## config.mk

```make
export PLATFORM = sky130hd
export DESIGN_NAME = bmpg_emit
export DESIGN_NICKNAME = d
export VERILOG_FILES = /design/src/sv/bmpg_pkg.sv /design/src/sv/bmpg_emit.sv
export SDC_FILE = /design/constraint.sdc
export NUM_CORES = 1
export LEC_CHECK = 0
export BUFFER_PORTS_ARGS = -buffer_cell sky130_fd_sc_hd__buf_2
export CORE_ASPECT_RATIO = 0.75
export CORE_MARGIN = 2
export CORE_UTILIZATION = 42
export DETAILED_ROUTE_END_ITERATION = 10
export GPL_TIMING_DRIVEN = 1
export PLACE_DENSITY = 0.79
export SYNTH_ARGS = -nofsm -noshare
export SYNTH_HDL_FRONTEND = slang
export SYNTH_SLANG_ARGS = --single-unit
```

## constraint.sdc

```tcl
create_clock -name clk_i -period 4.5 [get_ports clk_i]
set_input_delay 0.9 -clock clk_i [delete_from_list [all_inputs] [get_ports clk_i]]
set_output_delay 0.9 -clock clk_i [all_outputs]
set_load 0.03 [all_outputs]
```

## src/sv/bmpg_pkg.sv

```systemverilog
// Shared types, constants and fixed-point tables for the positive Gaussian sample generator.
package bmpg_pkg;

  localparam int unsigned UNIFORM_BITS  = 32;
  localparam int unsigned LOG_FRAC_BITS = 24;
  localparam int unsigned NORM_STEPS    = 5;
  localparam int unsigned ROOT_BITS     = 27;
  localparam int unsigned SERIES_TERMS  = 5;

  // Register stages of the radius path: normalize, log, subtract, scale, root.
  localparam int unsigned RAD_LAT       = NORM_STEPS + LOG_FRAC_BITS + 2 + ROOT_BITS;
  // Prep, angle, square, two stages per series term, sine product, quadrant map.
  localparam int unsigned TRIG_CORE_LAT = 5 + 2 * SERIES_TERMS;
  localparam int unsigned SCALE_LAT     = 4;
  localparam int unsigned PIPE_DEPTH    = RAD_LAT + SCALE_LAT;
  localparam int unsigned QUEUE_DEPTH   = 4;

  localparam logic [31:0] HALF_PI_Q31 = 32'd3373259426;
  localparam logic [30:0] TWO_LN2_Q30 = 31'd1488522236;
  localparam logic [30:0] ONE_Q30     = 31'h4000_0000;

  // Series divisors for k = 5 down to 1 become exact reciprocal multiplies.
  // For a 30-bit dividend, ceil(2^(30+l)/d) with l = clog2(d) gives the exact floor.
  localparam int unsigned SIN_SH [SERIES_TERMS] = '{37, 37, 36, 35, 33};
  localparam int unsigned COS_SH [SERIES_TERMS] = '{37, 36, 35, 34, 31};
  localparam logic [63:0] SIN_RECIP [SERIES_TERMS] = '{
    ((64'd1 << 37) + 64'd109) / 64'd110,
    ((64'd1 << 37) + 64'd71)  / 64'd72,
    ((64'd1 << 36) + 64'd41)  / 64'd42,
    ((64'd1 << 35) + 64'd19)  / 64'd20,
    ((64'd1 << 33) + 64'd5)   / 64'd6
  };
  localparam logic [63:0] COS_RECIP [SERIES_TERMS] = '{
    ((64'd1 << 37) + 64'd89) / 64'd90,
    ((64'd1 << 36) + 64'd55) / 64'd56,
    ((64'd1 << 35) + 64'd29) / 64'd30,
    ((64'd1 << 34) + 64'd11) / 64'd12,
    ((64'd1 << 31) + 64'd1)  / 64'd2
  };

  typedef enum logic [1:0] {
    REG_MEAN  = 2'd0,
    REG_SIGMA = 2'd1,
    REG_MIN   = 2'd2
  } cfg_reg_e;

  typedef struct packed {
    logic [31:0] uniform_radius;
    logic [31:0] uniform_angle;
  } in_item_t;

  typedef struct packed {
    logic [30:0] sample;
    logic        last;
  } out_item_t;

  typedef struct packed {
    logic [30:0] cmag;
    logic        cneg;
    logic [30:0] smag;
    logic        sneg;
  } trig_t;

  typedef struct packed {
    logic        keep_y;
    logic [30:0] y;
    logic        keep_x;
    logic [30:0] x;
  } pair_t;

endpackage

```

## src/sv/bmpg_emit.sv

```systemverilog
// Emitter: splits each queued pair into one or two result items, y before x, behind an output register.
module bmpg_emit (
  input  logic                clk_i,
  input  logic                rst_ni,
  input  bmpg_pkg::pair_t     head_i,
  input  logic                empty_i,
  output logic                pop_o,
  output logic                out_valid_o,
  input  logic                out_stall_i,
  output bmpg_pkg::out_item_t out_data_o
);

  logic                phase_q;
  logic                vld_q;
  bmpg_pkg::out_item_t out_q, out_d;
  logic                free, take, send_y;

  assign free   = !vld_q || !out_stall_i;
  assign take   = free && !empty_i;
  assign send_y = !phase_q && head_i.keep_y;
  assign pop_o  = take && !(send_y && head_i.keep_x);

  always_comb begin
    if (send_y) begin
      out_d.sample = head_i.y;
      out_d.last   = !head_i.keep_x;
    end else begin
      out_d.sample = head_i.x;
      out_d.last   = 1'b1;
    end
  end

  always_ff @(posedge clk_i or negedge rst_ni) begin
    if (!rst_ni) begin
      vld_q   <= 1'b0;
      phase_q <= 1'b0;
    end else begin
      if (free) begin
        vld_q <= !empty_i;
      end
      if (take) begin
        phase_q <= send_y && head_i.keep_x;
      end
    end
  end

  always_ff @(posedge clk_i) begin
    if (take) begin
      out_q <= out_d;
    end
  end

  assign out_valid_o = vld_q;
  assign out_data_o  = out_q;

endmodule

```

* Yosys cells after proc, flatten, opt, wreduce, memory -nomap -nowiden
Cells that the tools add are included.
** Cells by class
- Mux-type cells :: 1
- Reduce and logical (&&, ||, !) cells :: 11
** Operators by type and width (number)
- 2-to-1 mux 32 bit :: 1
- zero test 1 bit :: 6
- logical AND 1 bit :: 4
- logical OR 1 bit :: 1
** Storage, ports and cells
- Flip-flop bits (word level) :: 34
- Input port bits :: 68
- Output and inout port bits :: 34
- Logic and storage cells :: 16

* Depth between registers and ports, before layout
- Depth after elaboration :: 5
- Depth in mapped cells :: 3
- Depth with buffers taken out :: 3

* Least setup slack after synthesis
Ideal clock, no wire load.
- Kind :: input port to output port
- Start point :: input port empty_i
- End point :: output port pop_o
- Arrival time :: 3.044 ns
- Slack :: 0.556 ns
- Stages on the path :: 2
- Buffers on the path :: 0
- Path through :: a21oi_1 > and2_1
** Between the ends
- Word-level cells in the longest chain between the ends :: 3
** Ends and longest elaborated chain
- start, declared :: RTL line bmpg_emit.sv:6 : input logic empty_i,
- zero test 1 bit :: RTL line bmpg_emit.sv:19 : assign take = free && !empty_i;
- logical AND 1 bit :: RTL line bmpg_emit.sv:19
- logical AND 1 bit :: RTL line bmpg_emit.sv:21 : assign pop_o = take && !(send_y && head_i.keep_x);
- end, declared :: RTL line bmpg_emit.sv:7 : output logic pop_o,
Every way passes these cells.

* Final worst setup path
- Start point :: input port head_i[63] (netlist bit)
- End point :: output port pop_o
** Between the ends
- Word-level cells in the longest chain between the ends :: 4
** Ends and longest elaborated chain
- start, declared :: RTL line bmpg_emit.sv:5 : input bmpg_pkg::pair_t head_i,
- logical AND 1 bit :: RTL line bmpg_emit.sv:20 : assign send_y = !phase_q && head_i.keep_y;
- logical AND 1 bit :: RTL line bmpg_emit.sv:21
- zero test 1 bit :: RTL line bmpg_emit.sv:21
- logical AND 1 bit :: RTL line bmpg_emit.sv:21
Every way passes these cells.

==> results_dict.tcl <==
set metrics [dict create \
    run_status "complete, no violations" \
    synth_cell_type_count 11 \
    slew_headroom 0.608 \
    numCtsBuffers 5 \
    start_util 0.437 \
    h-tree-depth 2 \
    layout-drive-gt1-share 0.791 \
    crit_required_ns 3.60 \
    cts_tree "done" \
    insertion_delay_ns 0.27 \
    drtIter0Drc 39 \
    clock_skew_ns 0.00482 \
    ios 102 \
    totalPowerFinal_mw 0.764 \
    period_share 0.552 \
    syn2layout_area_growth_pct 38.2 \
    finalHoldViolCount 0 \
    drc 0 \
    die_w_um 75.1 \
    antenna_left 0 \
    clk_pin_slew_ns 0.06 \
    n_fill_cell 314 \
    syn_avg_cell_area_um2 20.9 \
    grt_max_degree 34 \
    fmax_mhz 403 \
    crit_start "head_i[63]" \
    diodes 0 \
    postCtsHoldBufs 0 \
    cts.repair.resized 0 \
    rsz0062_at_grt "no" \
    antenna_found_initial 0 \
    synth_cells 76 \
    p_per_area_mw_per_mm2 348 \
    r2r-start "phase_q" \
    synth_top_family_by_area "multiplexers" \
    slew_viol_final 0 \
    setup_tns_ns 0 \
    critPathMaxFanout 2 \
    num_rows 19 \
    p_leak_nw 1.06 \
    coreArea_mm2 0.00364 \
    ys_ff_latch 34 \
    cts_setup_buffers 0 \
    fin_nets 250 \
    grt_use_total 0.137 \
    grt_pass1_vias 1072 \
    min_period_ns 2.48 \
    grt_pass1_wl_mm 4.38 \
    cts-root-buf "clkbuf_8" \
    end_kind "output pin" \
    via_per_inst 4.43 \
    first_pass_iters 2 \
    criticalPathCategory "in -> out" \
    hold_path_class "in -> async" \
    place_area_mm2 0.00212 \
    max_stage_delay_ns 0.20 \
    synth-simple-area-share 0.0236 \
    r2r_setup_slack_ns 2.96 \
    drt_wl_total_mm 3.00 \
    startpoint_type "input port" \
    netlist_area_mm2 0.00159 \
    synth_seq_area_share 0.636 \
    dieArea_mm2 0.00430 \
    critPathArrivalTime_ns 1.58 \
    irDropWorstVdd_uv 161 \
    synth_fa_ha_area_frac 0 \
    crit_path_frequent_cell "buf_2" \
    synth_xor_area_frac 0 \
    vias 1036 \
    die_y_um 57.3 \
    ys_warn_count 0 \
    tightest_slew_ns 0.588 \
    synth_compound_area_frac 0.00315 \
    finalSetupViolations 0 \
    synth_nets 144 \
    ctsLongestPathBuffers 2 \
    r2r-end "out_data_o[28]" \
    crit_chain "buf_2, and3b_2, inv_1, and2_1, buf_2" \
    r2r_cells 2 \
    drv_cap 0 \
    finalHoldWorstSlack_ns 0.408 \
    yosys-mux-area-fraction 0.297 \
    final_cell_area_mm2 0.00220 \
    routedWlPerCell_um 12.8 \
    gp_congestion 0.624 \
    gr-total-overflow 0 \
    port_buffers 101 \
    cpMaxStageDelayCell "and3b_2" \
    clkSinkCount 34 \
]
logic make-up after synthesis:
| logic type | Yosys count |
|---|---|
| flip-flops | 34 |
| multiplexers | 32 |
| AND/OR/NAND/NOR | 5 |
| buffers and inverters | 4 |
| AO/OA/AOI/OAI | 1 |
metal layers:
metal / wire length [µm] / vias up / global-route usage
met1: 1120 / 475 / 0.142
li1: - / 502 / -
met5: 0 / - / 0
met4: 17 / 0 / 0.0536
met3: 302 / 2 / 0.0548
met2: 1560 / 57 / 0.246
placed cells by master (no fill, tap or decap):
cell        n
clkinv_2    2
nand2_1     2
inv_1       1
a21oi_4     1
mux2_2      2
buf_4       1
clkbuf_8    5
dfrtp_1     2
buf_2     101
mux2_4     30
nand2b_4    1
and2_1      1
and3b_2     1
edfxtp_1   32
area by class of cell:
type / instances / area [µm²] / area share
Clock buffer: 5 / 68.8 / 0.0313
Clock inverter: 2 / 10.0 / 0.00455
Inverter: 1 / 3.75 / 0.00171
Multi-Input combinational cell: 38 / 527 / 0.240
Sequential cell: 34 / 1010 / 0.460
Tap cell: 52 / 65.1 / 0.0296
Timing Repair Buffer: 102 / 513 / 0.233
state kept, by name, indices dropped and copies added, names as in the netlist:
| name | count |
|---|---|
| out_data_o | 32 |
| out_valid_o | 1 |
| phase_q | 1 |
power breakdown:
group | internal, mW | switching [mW] | total [mW]
Clock | 0.104 | 0.0978 | 0.201
Combinational | 0.0880 | 0.0915 | 0.180
Sequential | 0.378 | 0.00610 | 0.384
worst max-delay path: cells and delay by family:
family                 cells  cell delay (ns)
buffers and inverters      3             0.37
AND/OR/NAND/NOR            2             0.32
through the flow:
step           std cells  setup slack [ns]   util
3_5_place_dp         227              2.00  0.583
2_1_floorplan         76             0.556      -
5_1_grt              234              1.96  0.604
3_3_place_gp         227              2.03  0.583
6_report             234              2.02  0.604
4_1_cts              234              2.00  0.604
synth_stat cells:
cell	n	share of area
edfxtp_1	32	0.60
mux2_4	30	0.28
buf_12	3	0.038
dfrtp_1	2	0.031
mux2_2	2	0.014
nand2_1	2	0.0047
a21oi_1	1	0.0031
and2_1	1	0.0039
and3b_2	1	0.0063
inv_1	1	0.0024
nand2b_4	1	0.0087
worst max path at each step:
stage	to	slack, ns	cells after the start
2_1_floorplan	pop_o	0.56	2
3_3_place_gp	pop_o	2.03	5
3_5_place_dp	pop_o	2.00	5
4_1_cts	pop_o	2.00	5
5_1_grt	pop_o	1.96	5
6_report	pop_o	2.02	5
Note: power is estimated with default switching activity, not from simulation.
