**config.mk**
```make
export PLATFORM = sky130hd
export DESIGN_NAME = bmpg_queue
export DESIGN_NICKNAME = d
export VERILOG_FILES = /design/src/sv/bmpg_pkg.sv /design/src/sv/bmpg_queue.sv
export SDC_FILE = /design/constraint.sdc
export NUM_CORES = 1
export LEC_CHECK = 0
export BUFFER_PORTS_ARGS = -buffer_cell sky130_fd_sc_hd__buf_2
export CAP_MARGIN = 15
export CORE_ASPECT_RATIO = 2
export CORE_MARGIN = 2
export CORE_UTILIZATION = 30
export DETAILED_ROUTE_END_ITERATION = 8
export HOLD_SLACK_MARGIN = 0.03
export SYNTH_ARGS = -nofsm -noshare
export SYNTH_HDL_FRONTEND = slang
export SYNTH_SLANG_ARGS = --single-unit
export TNS_END_PERCENT = 1
```
**constraint.sdc**
```tcl
create_clock -name clk_i -period 4.8 [get_ports clk_i]
set_clock_uncertainty 0.15 [all_clocks]
set_input_delay 0.24 -clock clk_i [delete_from_list [all_inputs] [get_ports clk_i]]
set_output_delay 0.24 -clock clk_i [all_outputs]
set_load 0.01 [all_outputs]
```
**src/sv/bmpg_pkg.sv**
```systemverilog
// Shared types, constants and fixed-point tables for the positive Gaussian sample generator.
package bmpg_pkg;

  localparam int unsigned UNIFORM_BITS  = 32;
  localparam int unsigned LOG_FRAC_BITS = 24;
  localparam int unsigned NORM_STEPS    = 5;
  localparam int unsigned ROOT_BITS     = 27;
  localparam int unsigned SERIES_TERMS  = 5;

  // Register stages of the radius path: normalize, log, subtract, scale, root.
  localparam int unsigned RAD_LAT       = NORM_STEPS + LOG_FRAC_BITS + 2 + ROOT_BITS;
  // Prep, angle, square, two stages per series term, sine product, quadrant map.
  localparam int unsigned TRIG_CORE_LAT = 5 + 2 * SERIES_TERMS;
  localparam int unsigned SCALE_LAT     = 4;
  localparam int unsigned PIPE_DEPTH    = RAD_LAT + SCALE_LAT;
  localparam int unsigned QUEUE_DEPTH   = 4;

  localparam logic [31:0] HALF_PI_Q31 = 32'd3373259426;
  localparam logic [30:0] TWO_LN2_Q30 = 31'd1488522236;
  localparam logic [30:0] ONE_Q30     = 31'h4000_0000;

  // Series divisors for k = 5 down to 1 become exact reciprocal multiplies.
  // For a 30-bit dividend, ceil(2^(30+l)/d) with l = clog2(d) gives the exact floor.
  localparam int unsigned SIN_SH [SERIES_TERMS] = '{37, 37, 36, 35, 33};
  localparam int unsigned COS_SH [SERIES_TERMS] = '{37, 36, 35, 34, 31};
  localparam logic [63:0] SIN_RECIP [SERIES_TERMS] = '{
    ((64'd1 << 37) + 64'd109) / 64'd110,
    ((64'd1 << 37) + 64'd71)  / 64'd72,
    ((64'd1 << 36) + 64'd41)  / 64'd42,
    ((64'd1 << 35) + 64'd19)  / 64'd20,
    ((64'd1 << 33) + 64'd5)   / 64'd6
  };
  localparam logic [63:0] COS_RECIP [SERIES_TERMS] = '{
    ((64'd1 << 37) + 64'd89) / 64'd90,
    ((64'd1 << 36) + 64'd55) / 64'd56,
    ((64'd1 << 35) + 64'd29) / 64'd30,
    ((64'd1 << 34) + 64'd11) / 64'd12,
    ((64'd1 << 31) + 64'd1)  / 64'd2
  };

  typedef enum logic [1:0] {
    REG_MEAN  = 2'd0,
    REG_SIGMA = 2'd1,
    REG_MIN   = 2'd2
  } cfg_reg_e;

  typedef struct packed {
    logic [31:0] uniform_radius;
    logic [31:0] uniform_angle;
  } in_item_t;

  typedef struct packed {
    logic [30:0] sample;
    logic        last;
  } out_item_t;

  typedef struct packed {
    logic [30:0] cmag;
    logic        cneg;
    logic [30:0] smag;
    logic        sneg;
  } trig_t;

  typedef struct packed {
    logic        keep_y;
    logic [30:0] y;
    logic        keep_x;
    logic [30:0] x;
  } pair_t;

endpackage

```
**src/sv/bmpg_queue.sv**
```systemverilog
// Short FIFO of finished sample pairs between the arithmetic pipeline and the emitter.
module bmpg_queue (
  input  logic            clk_i,
  input  logic            rst_ni,
  input  logic            push_i,
  input  bmpg_pkg::pair_t data_i,
  output logic            full_o,
  input  logic            pop_i,
  output logic            empty_o,
  output bmpg_pkg::pair_t head_o
);

  localparam int unsigned DEPTH = bmpg_pkg::QUEUE_DEPTH;
  localparam int unsigned AW    = $clog2(DEPTH);

  bmpg_pkg::pair_t mem_q [DEPTH];
  logic [AW-1:0]   wr_q, rd_q;
  logic [AW:0]     cnt_q;

  assign full_o  = (cnt_q == (AW + 1)'(DEPTH));
  assign empty_o = (cnt_q == '0);
  assign head_o  = mem_q[rd_q];

  always_ff @(posedge clk_i or negedge rst_ni) begin
    if (!rst_ni) begin
      wr_q  <= '0;
      rd_q  <= '0;
      cnt_q <= '0;
    end else begin
      if (push_i) begin
        wr_q <= wr_q + 1'b1;
      end
      if (pop_i) begin
        rd_q <= rd_q + 1'b1;
      end
      if (push_i && !pop_i) begin
        cnt_q <= cnt_q + 1'b1;
      end else if (pop_i && !push_i) begin
        cnt_q <= cnt_q - 1'b1;
      end
    end
  end

  always_ff @(posedge clk_i) begin
    if (push_i) begin
      mem_q[wr_q] <= data_i;
    end
  end

endmodule

```
* After elaboration in Yosys (flattened, before gate mapping)
Memory sizes are Yosys's and may differ from the RTL's.
Index checks and enable logic that the tools add are counted.
** Operators by class
- Add/sub/neg operators :: 4
- Equal/unequal tests :: 1
- Mux-type cells :: 4
- Reductions and logical operators :: 6
** Operators with widths (number)
- $mux 3 :: 2
- $add 2x1->2 const B :: 2
- $add 3x1->3 const B :: 1
- $eq 3x3->1 const B :: 1
- $logic_not 3->1 :: 1
- $sub 3x1->3 const B :: 1
- $logic_and 1x1->1 :: 2
- $logic_not 1->1 :: 2
- $mux 1 :: 2
- $reduce_bool 2->1 :: 1
** Storage, ports and cells
- Flip-flop bits (word level) :: 7
- Memory bits (writable) :: 256
- Input port bits :: 68
- Logic and storage cells :: 19
- Memories kept :: 1
** Memory list
- mem_q :: words 4, bits a word 64, read ports 1, clocked after Yosys merged registers in 0, wr ports 1, line bmpg_queue.sv:16 : bmpg_pkg::pair_t mem_q [DEPTH];

* Depth between registers and ports, before layout
- Depth in word-level cells :: 4
- Mapped depth :: 7
- Mapped depth without buffers :: 7

* Worst setup path before layout
OpenSTA, ideal clock, no wires.
- Kind :: register to register
- From :: reg wr_q[0]
- To :: mem mem_q[2][0] (netlist name), enable pin
- Library setup time :: 0.429 ns
- Arrival :: 2.121 ns
- Data required time :: 4.221 ns
- Path slack :: 2.101 ns
- Cell stages (with the launch flop) :: 4
- Path buffers :: 0
- Clock period less this slack :: 2.699 ns
- Cell sequence :: dfrtp_1 -> inv_1 -> ha_1 -> and2_1
** RTL lines
- start: declaration :: line bmpg_queue.sv:17 : logic [AW-1:0] wr_q, rd_q;
- start signal: assignment :: line bmpg_queue.sv:31 : wr_q <= wr_q + 1'b1;
- end: declaration :: line bmpg_queue.sv:16
No word-level cell before the write port.

==> impl_metrics.env <==
export IMPL_place_hpwl_um=11290
export IMPL_firstDrtPassIters=6
export IMPL_yosysSeqAreaShare_pct=81.70
export IMPL_max_freq_mhz=330.1
export IMPL_crit_type="reg2out"
export IMPL_wl_per_cell_um=18.80
export IMPL_worstSetupStartpoint="rd_q[0]$_DFFE_PN0P_"
export IMPL_fin_crit_ns=3.029
export IMPL_ys_flop_type="edfxtp_1"
export IMPL_power_total_mw=7.088
export IMPL_cap_viol_max_count=0
export IMPL_synth_area_mm2=0.009624
export IMPL_worstSkewPairLatency_ns=0.51
export IMPL_p_switching_mw=2.011
export IMPL_ys_top_cells_by_area="edfxtp_1 80%, mux4_2 15%, dfrtp_1 1.8%, ha_1 0.65%, buf_6 0.59%"
export IMPL_cts_buffers=23
export IMPL_grt_pass1_vias=5266
export IMPL_cts_setup_buffers=0
export IMPL_core_mm2=0.03154
export IMPL_fin_util_pct=38.77
export IMPL_ys_top_cells_by_count="256 x edfxtp_1, 64 x mux4_2, 7 x dfrtp_1, 6 x buf_2"
export IMPL_r2r_slack_ns=2.75
export IMPL_setup_viol=0
export IMPL_crit_family="flip-flops"
export IMPL_intPower_mw=5.077
export IMPL_cp_cell_sequence="buf_4 -> mux4_2 -> buf_2"
export IMPL_p_comb_share_pct=25.3
export IMPL_postCtsHoldBufs=68
export IMPL_crit_fanout=35
export IMPL_rsz0062_at_grt="no"
export IMPL_slowest_delay_ns=0.90
export IMPL_synth_top_area_share_pct=79.88
export IMPL_vias_per_cell=4.416
export IMPL_io_pins=134
export IMPL_cts_root_buf="clkbuf_16"
export IMPL_clk_pin_slew_worst_paths_ns=0.07
export IMPL_place_congestion=0.6718
export IMPL_via_count=4513
export IMPL_cp_slowest_cell="dfrtp_4"
export IMPL_htree_num_levels=1
export IMPL_finalMaxSlewViolations=0
export IMPL_cp_start_kind="flop"
export IMPL_overflow=0
export IMPL_fp_dieArea_mm2=0.03362
export IMPL_drive_gt1_share_pct=40.57
export IMPL_yosys_register_bits=263
export IMPL_setup_tns_ns=0
export IMPL_die_x_um=130.7
export IMPL_pwr_share_clk_pct=27.7
export IMPL_synthArstFlopShare_pct=2.662
export IMPL_port_buffers=133
export IMPL_core_rowCount=92
export IMPL_grtUsageTotal_pct=11.70
export IMPL_fill_cells=2925
export IMPL_holdCritStartpoint="data_i[49]"
export IMPL_synth_edf_count=256
export IMPL_cp_arrival_ns=2.64
export IMPL_power_leakage_nw=4.169
export IMPL_initial_core_util_pct=30.51
export IMPL_antenna_found_initial=3
export IMPL_timing_rr_start="wr_q[0]$_DFFE_PN0P_"
export IMPL_synth_nets=442
export IMPL_outcome="finished, final reports clean"
export IMPL_yosysWarningCount=0
export IMPL_antennaDiodeCount=0
export IMPL_grt_max_degree=66
export IMPL_yosysMostFrequentCell="edfxtp_1"
export IMPL_syn_avg_cell_area_um2=26.15
export IMPL_peakVddDrop_mv=0.6441
export IMPL_wl_um=19220
export IMPL_cts_sinks=263
export IMPL_slew_headroom_pct=29.93
export IMPL_synth_cell_types=19
export IMPL_required_ns=4.41
export IMPL_synthCells=368
export IMPL_cts_tree="yes"
export IMPL_grt_pass1_wl_um=29690
export IMPL_die_y_um=257.3
export IMPL_p_seq_share_pct=47.0
export IMPL_drtIter0Drc=198
export IMPL_period_share_pct=63.11
export IMPL_synth_area_leader_cell="edfxtp_1"
export IMPL_powerDensity_mw_per_mm2=579.7
export IMPL_sw_frac_of_total_pct=28.37
export IMPL_clockBufferDepth=3
export IMPL_setup_worst_path_end_class="output pin"
export IMPL_num_nets_final=656
export IMPL_min_path_type="in2reg"
export IMPL_drtAntennaViolNets=0
export IMPL_drc=0
export IMPL_worstMarginPinSlew_ns=1.051
export IMPL_syn_to_final_growth_pct=27.04
export IMPL_crit_buf_inv=2
export IMPL_cts_resized=0
export IMPL_hold_violations=0
## cell type report
type                       instances  area [µm²]  area share (%)
clock buffer                      25       583.1           4.769
clock inverter                    17       216.5           1.770
multi-input combinational         87        1652           13.51
sequential                       263        7870           64.37
timing repair buffer             203        1361           11.13
tap                              423       529.3           4.329
inverter                           4       15.01          0.1228
## through the flow
step / setup WS, ns / hold slack (ns) / area (µm²) / instances
final: 1.771 / 0.3171 / 12230 / 1022
after global routing: 1.545 / 0.3034 / 12230 / 1022
after global placement: 2.210 / -0.06640 / 10750 / 912
after CTS: 1.628 / 0.2831 / 12230 / 1022
after floorplan: 2.101 / -0.2056 / 9624 / 368
after detailed placement: 2.196 / -0.06850 / 10750 / 912
## worst register-to-register path, delay by kind of cell, from the launching register on
family / cells / cell delay [ns]
adder cells (fa/ha/maj): 1 / 0.14
AND/OR/NAND/NOR: 1 / 0.83
buffers and inverters: 1 / 0.10
flip-flops: 1 / 0.42
## placed cells by master, fill, tap and decap left out
master / Yosys / routed
clkinv_4: 0 / 1
nor3b_1: 1 / 1
nand2_1: 2 / 2
clkinvlp_4: 0 / 1
clkbuf_1: 1 / 2
fa_1: 1 / 1
inv_6: 0 / 1
clkbuf_16: 0 / 23
bufinv_16: 0 / 5
xor2_1: 4 / 4
buf_2: 6 / 133
o21ai_0: 1 / 1
inv_1: 4 / 4
edfxtp_1: 256 / 256
and2_4: 0 / 4
nor2_1: 1 / 1
mux2_2: 1 / 1
dfrtp_1: 7 / 5
nor3_1: 1 / 1
dfrtp_4: 0 / 2
ha_1: 5 / 5
clkinv_1: 0 / 3
clkinv_2: 0 / 6
dlygate4sd3_1: 0 / 68
mux4_2: 64 / 64
xnor2_1: 2 / 2
buf_4: 2 / 2
## registers in the layout, indices dropped and copies added (netlist names)
name,flops
wr_q,2
cnt_q,3
rd_q,2
mem_q,256
## routing by layer
metal / global-route usage, % / up-vias / routed length, µm
li1: - / 1995 / -
met1: 11.92 / 2356 / 6726
met2: 22.66 / 112 / 11030
met3: 1.913 / 44 / 758
met4: 5.024 / 6 / 653
met5: 0 / - / 45
## kinds of logic after synthesis
logic type	count (synthesis)	synth area share, %
fa+ha+maj	6	0.8580
xor+xnor	6	0.5460
buf+inv	18	1.248
flops	263	81.70
compound gates	1	0.05195
simple gates	9	0.5069
mux	65	15.09
## power by group through the flow
| stage | Combinational [mW] | Clock, mW | Sequential, mW |
|---|---|---|---|
| after floorplan | 1.34 | 0 | 3.14 |
| after global placement | 1.79 | 0 | 3.37 |
| after detailed placement | 1.81 | 0 | 3.41 |
| after CTS | 1.86 | 2.02 | 3.36 |
| after global routing | 1.95 | 2.10 | 3.40 |
| final | 1.80 | 1.96 | 3.33 |
## worst paths after layout
kind                                     endpoint  depth (start not counted)
setup reg to reg           mem_q[0][24]$_DFFE_PP_                          3
max in group asynchronous     rd_q[1]$_DFFE_PN0P_                          3
hold reg to reg              cnt_q[2]$_DFFE_PN0P_                          1
min in group asynchronous     rd_q[0]$_DFFE_PN0P_                          3
hold / removal             mem_q[2][49]$_DFFE_PP_                          2
setup / recovery                        head_o[1]                          3
Power figures use the tool's default switching activity.
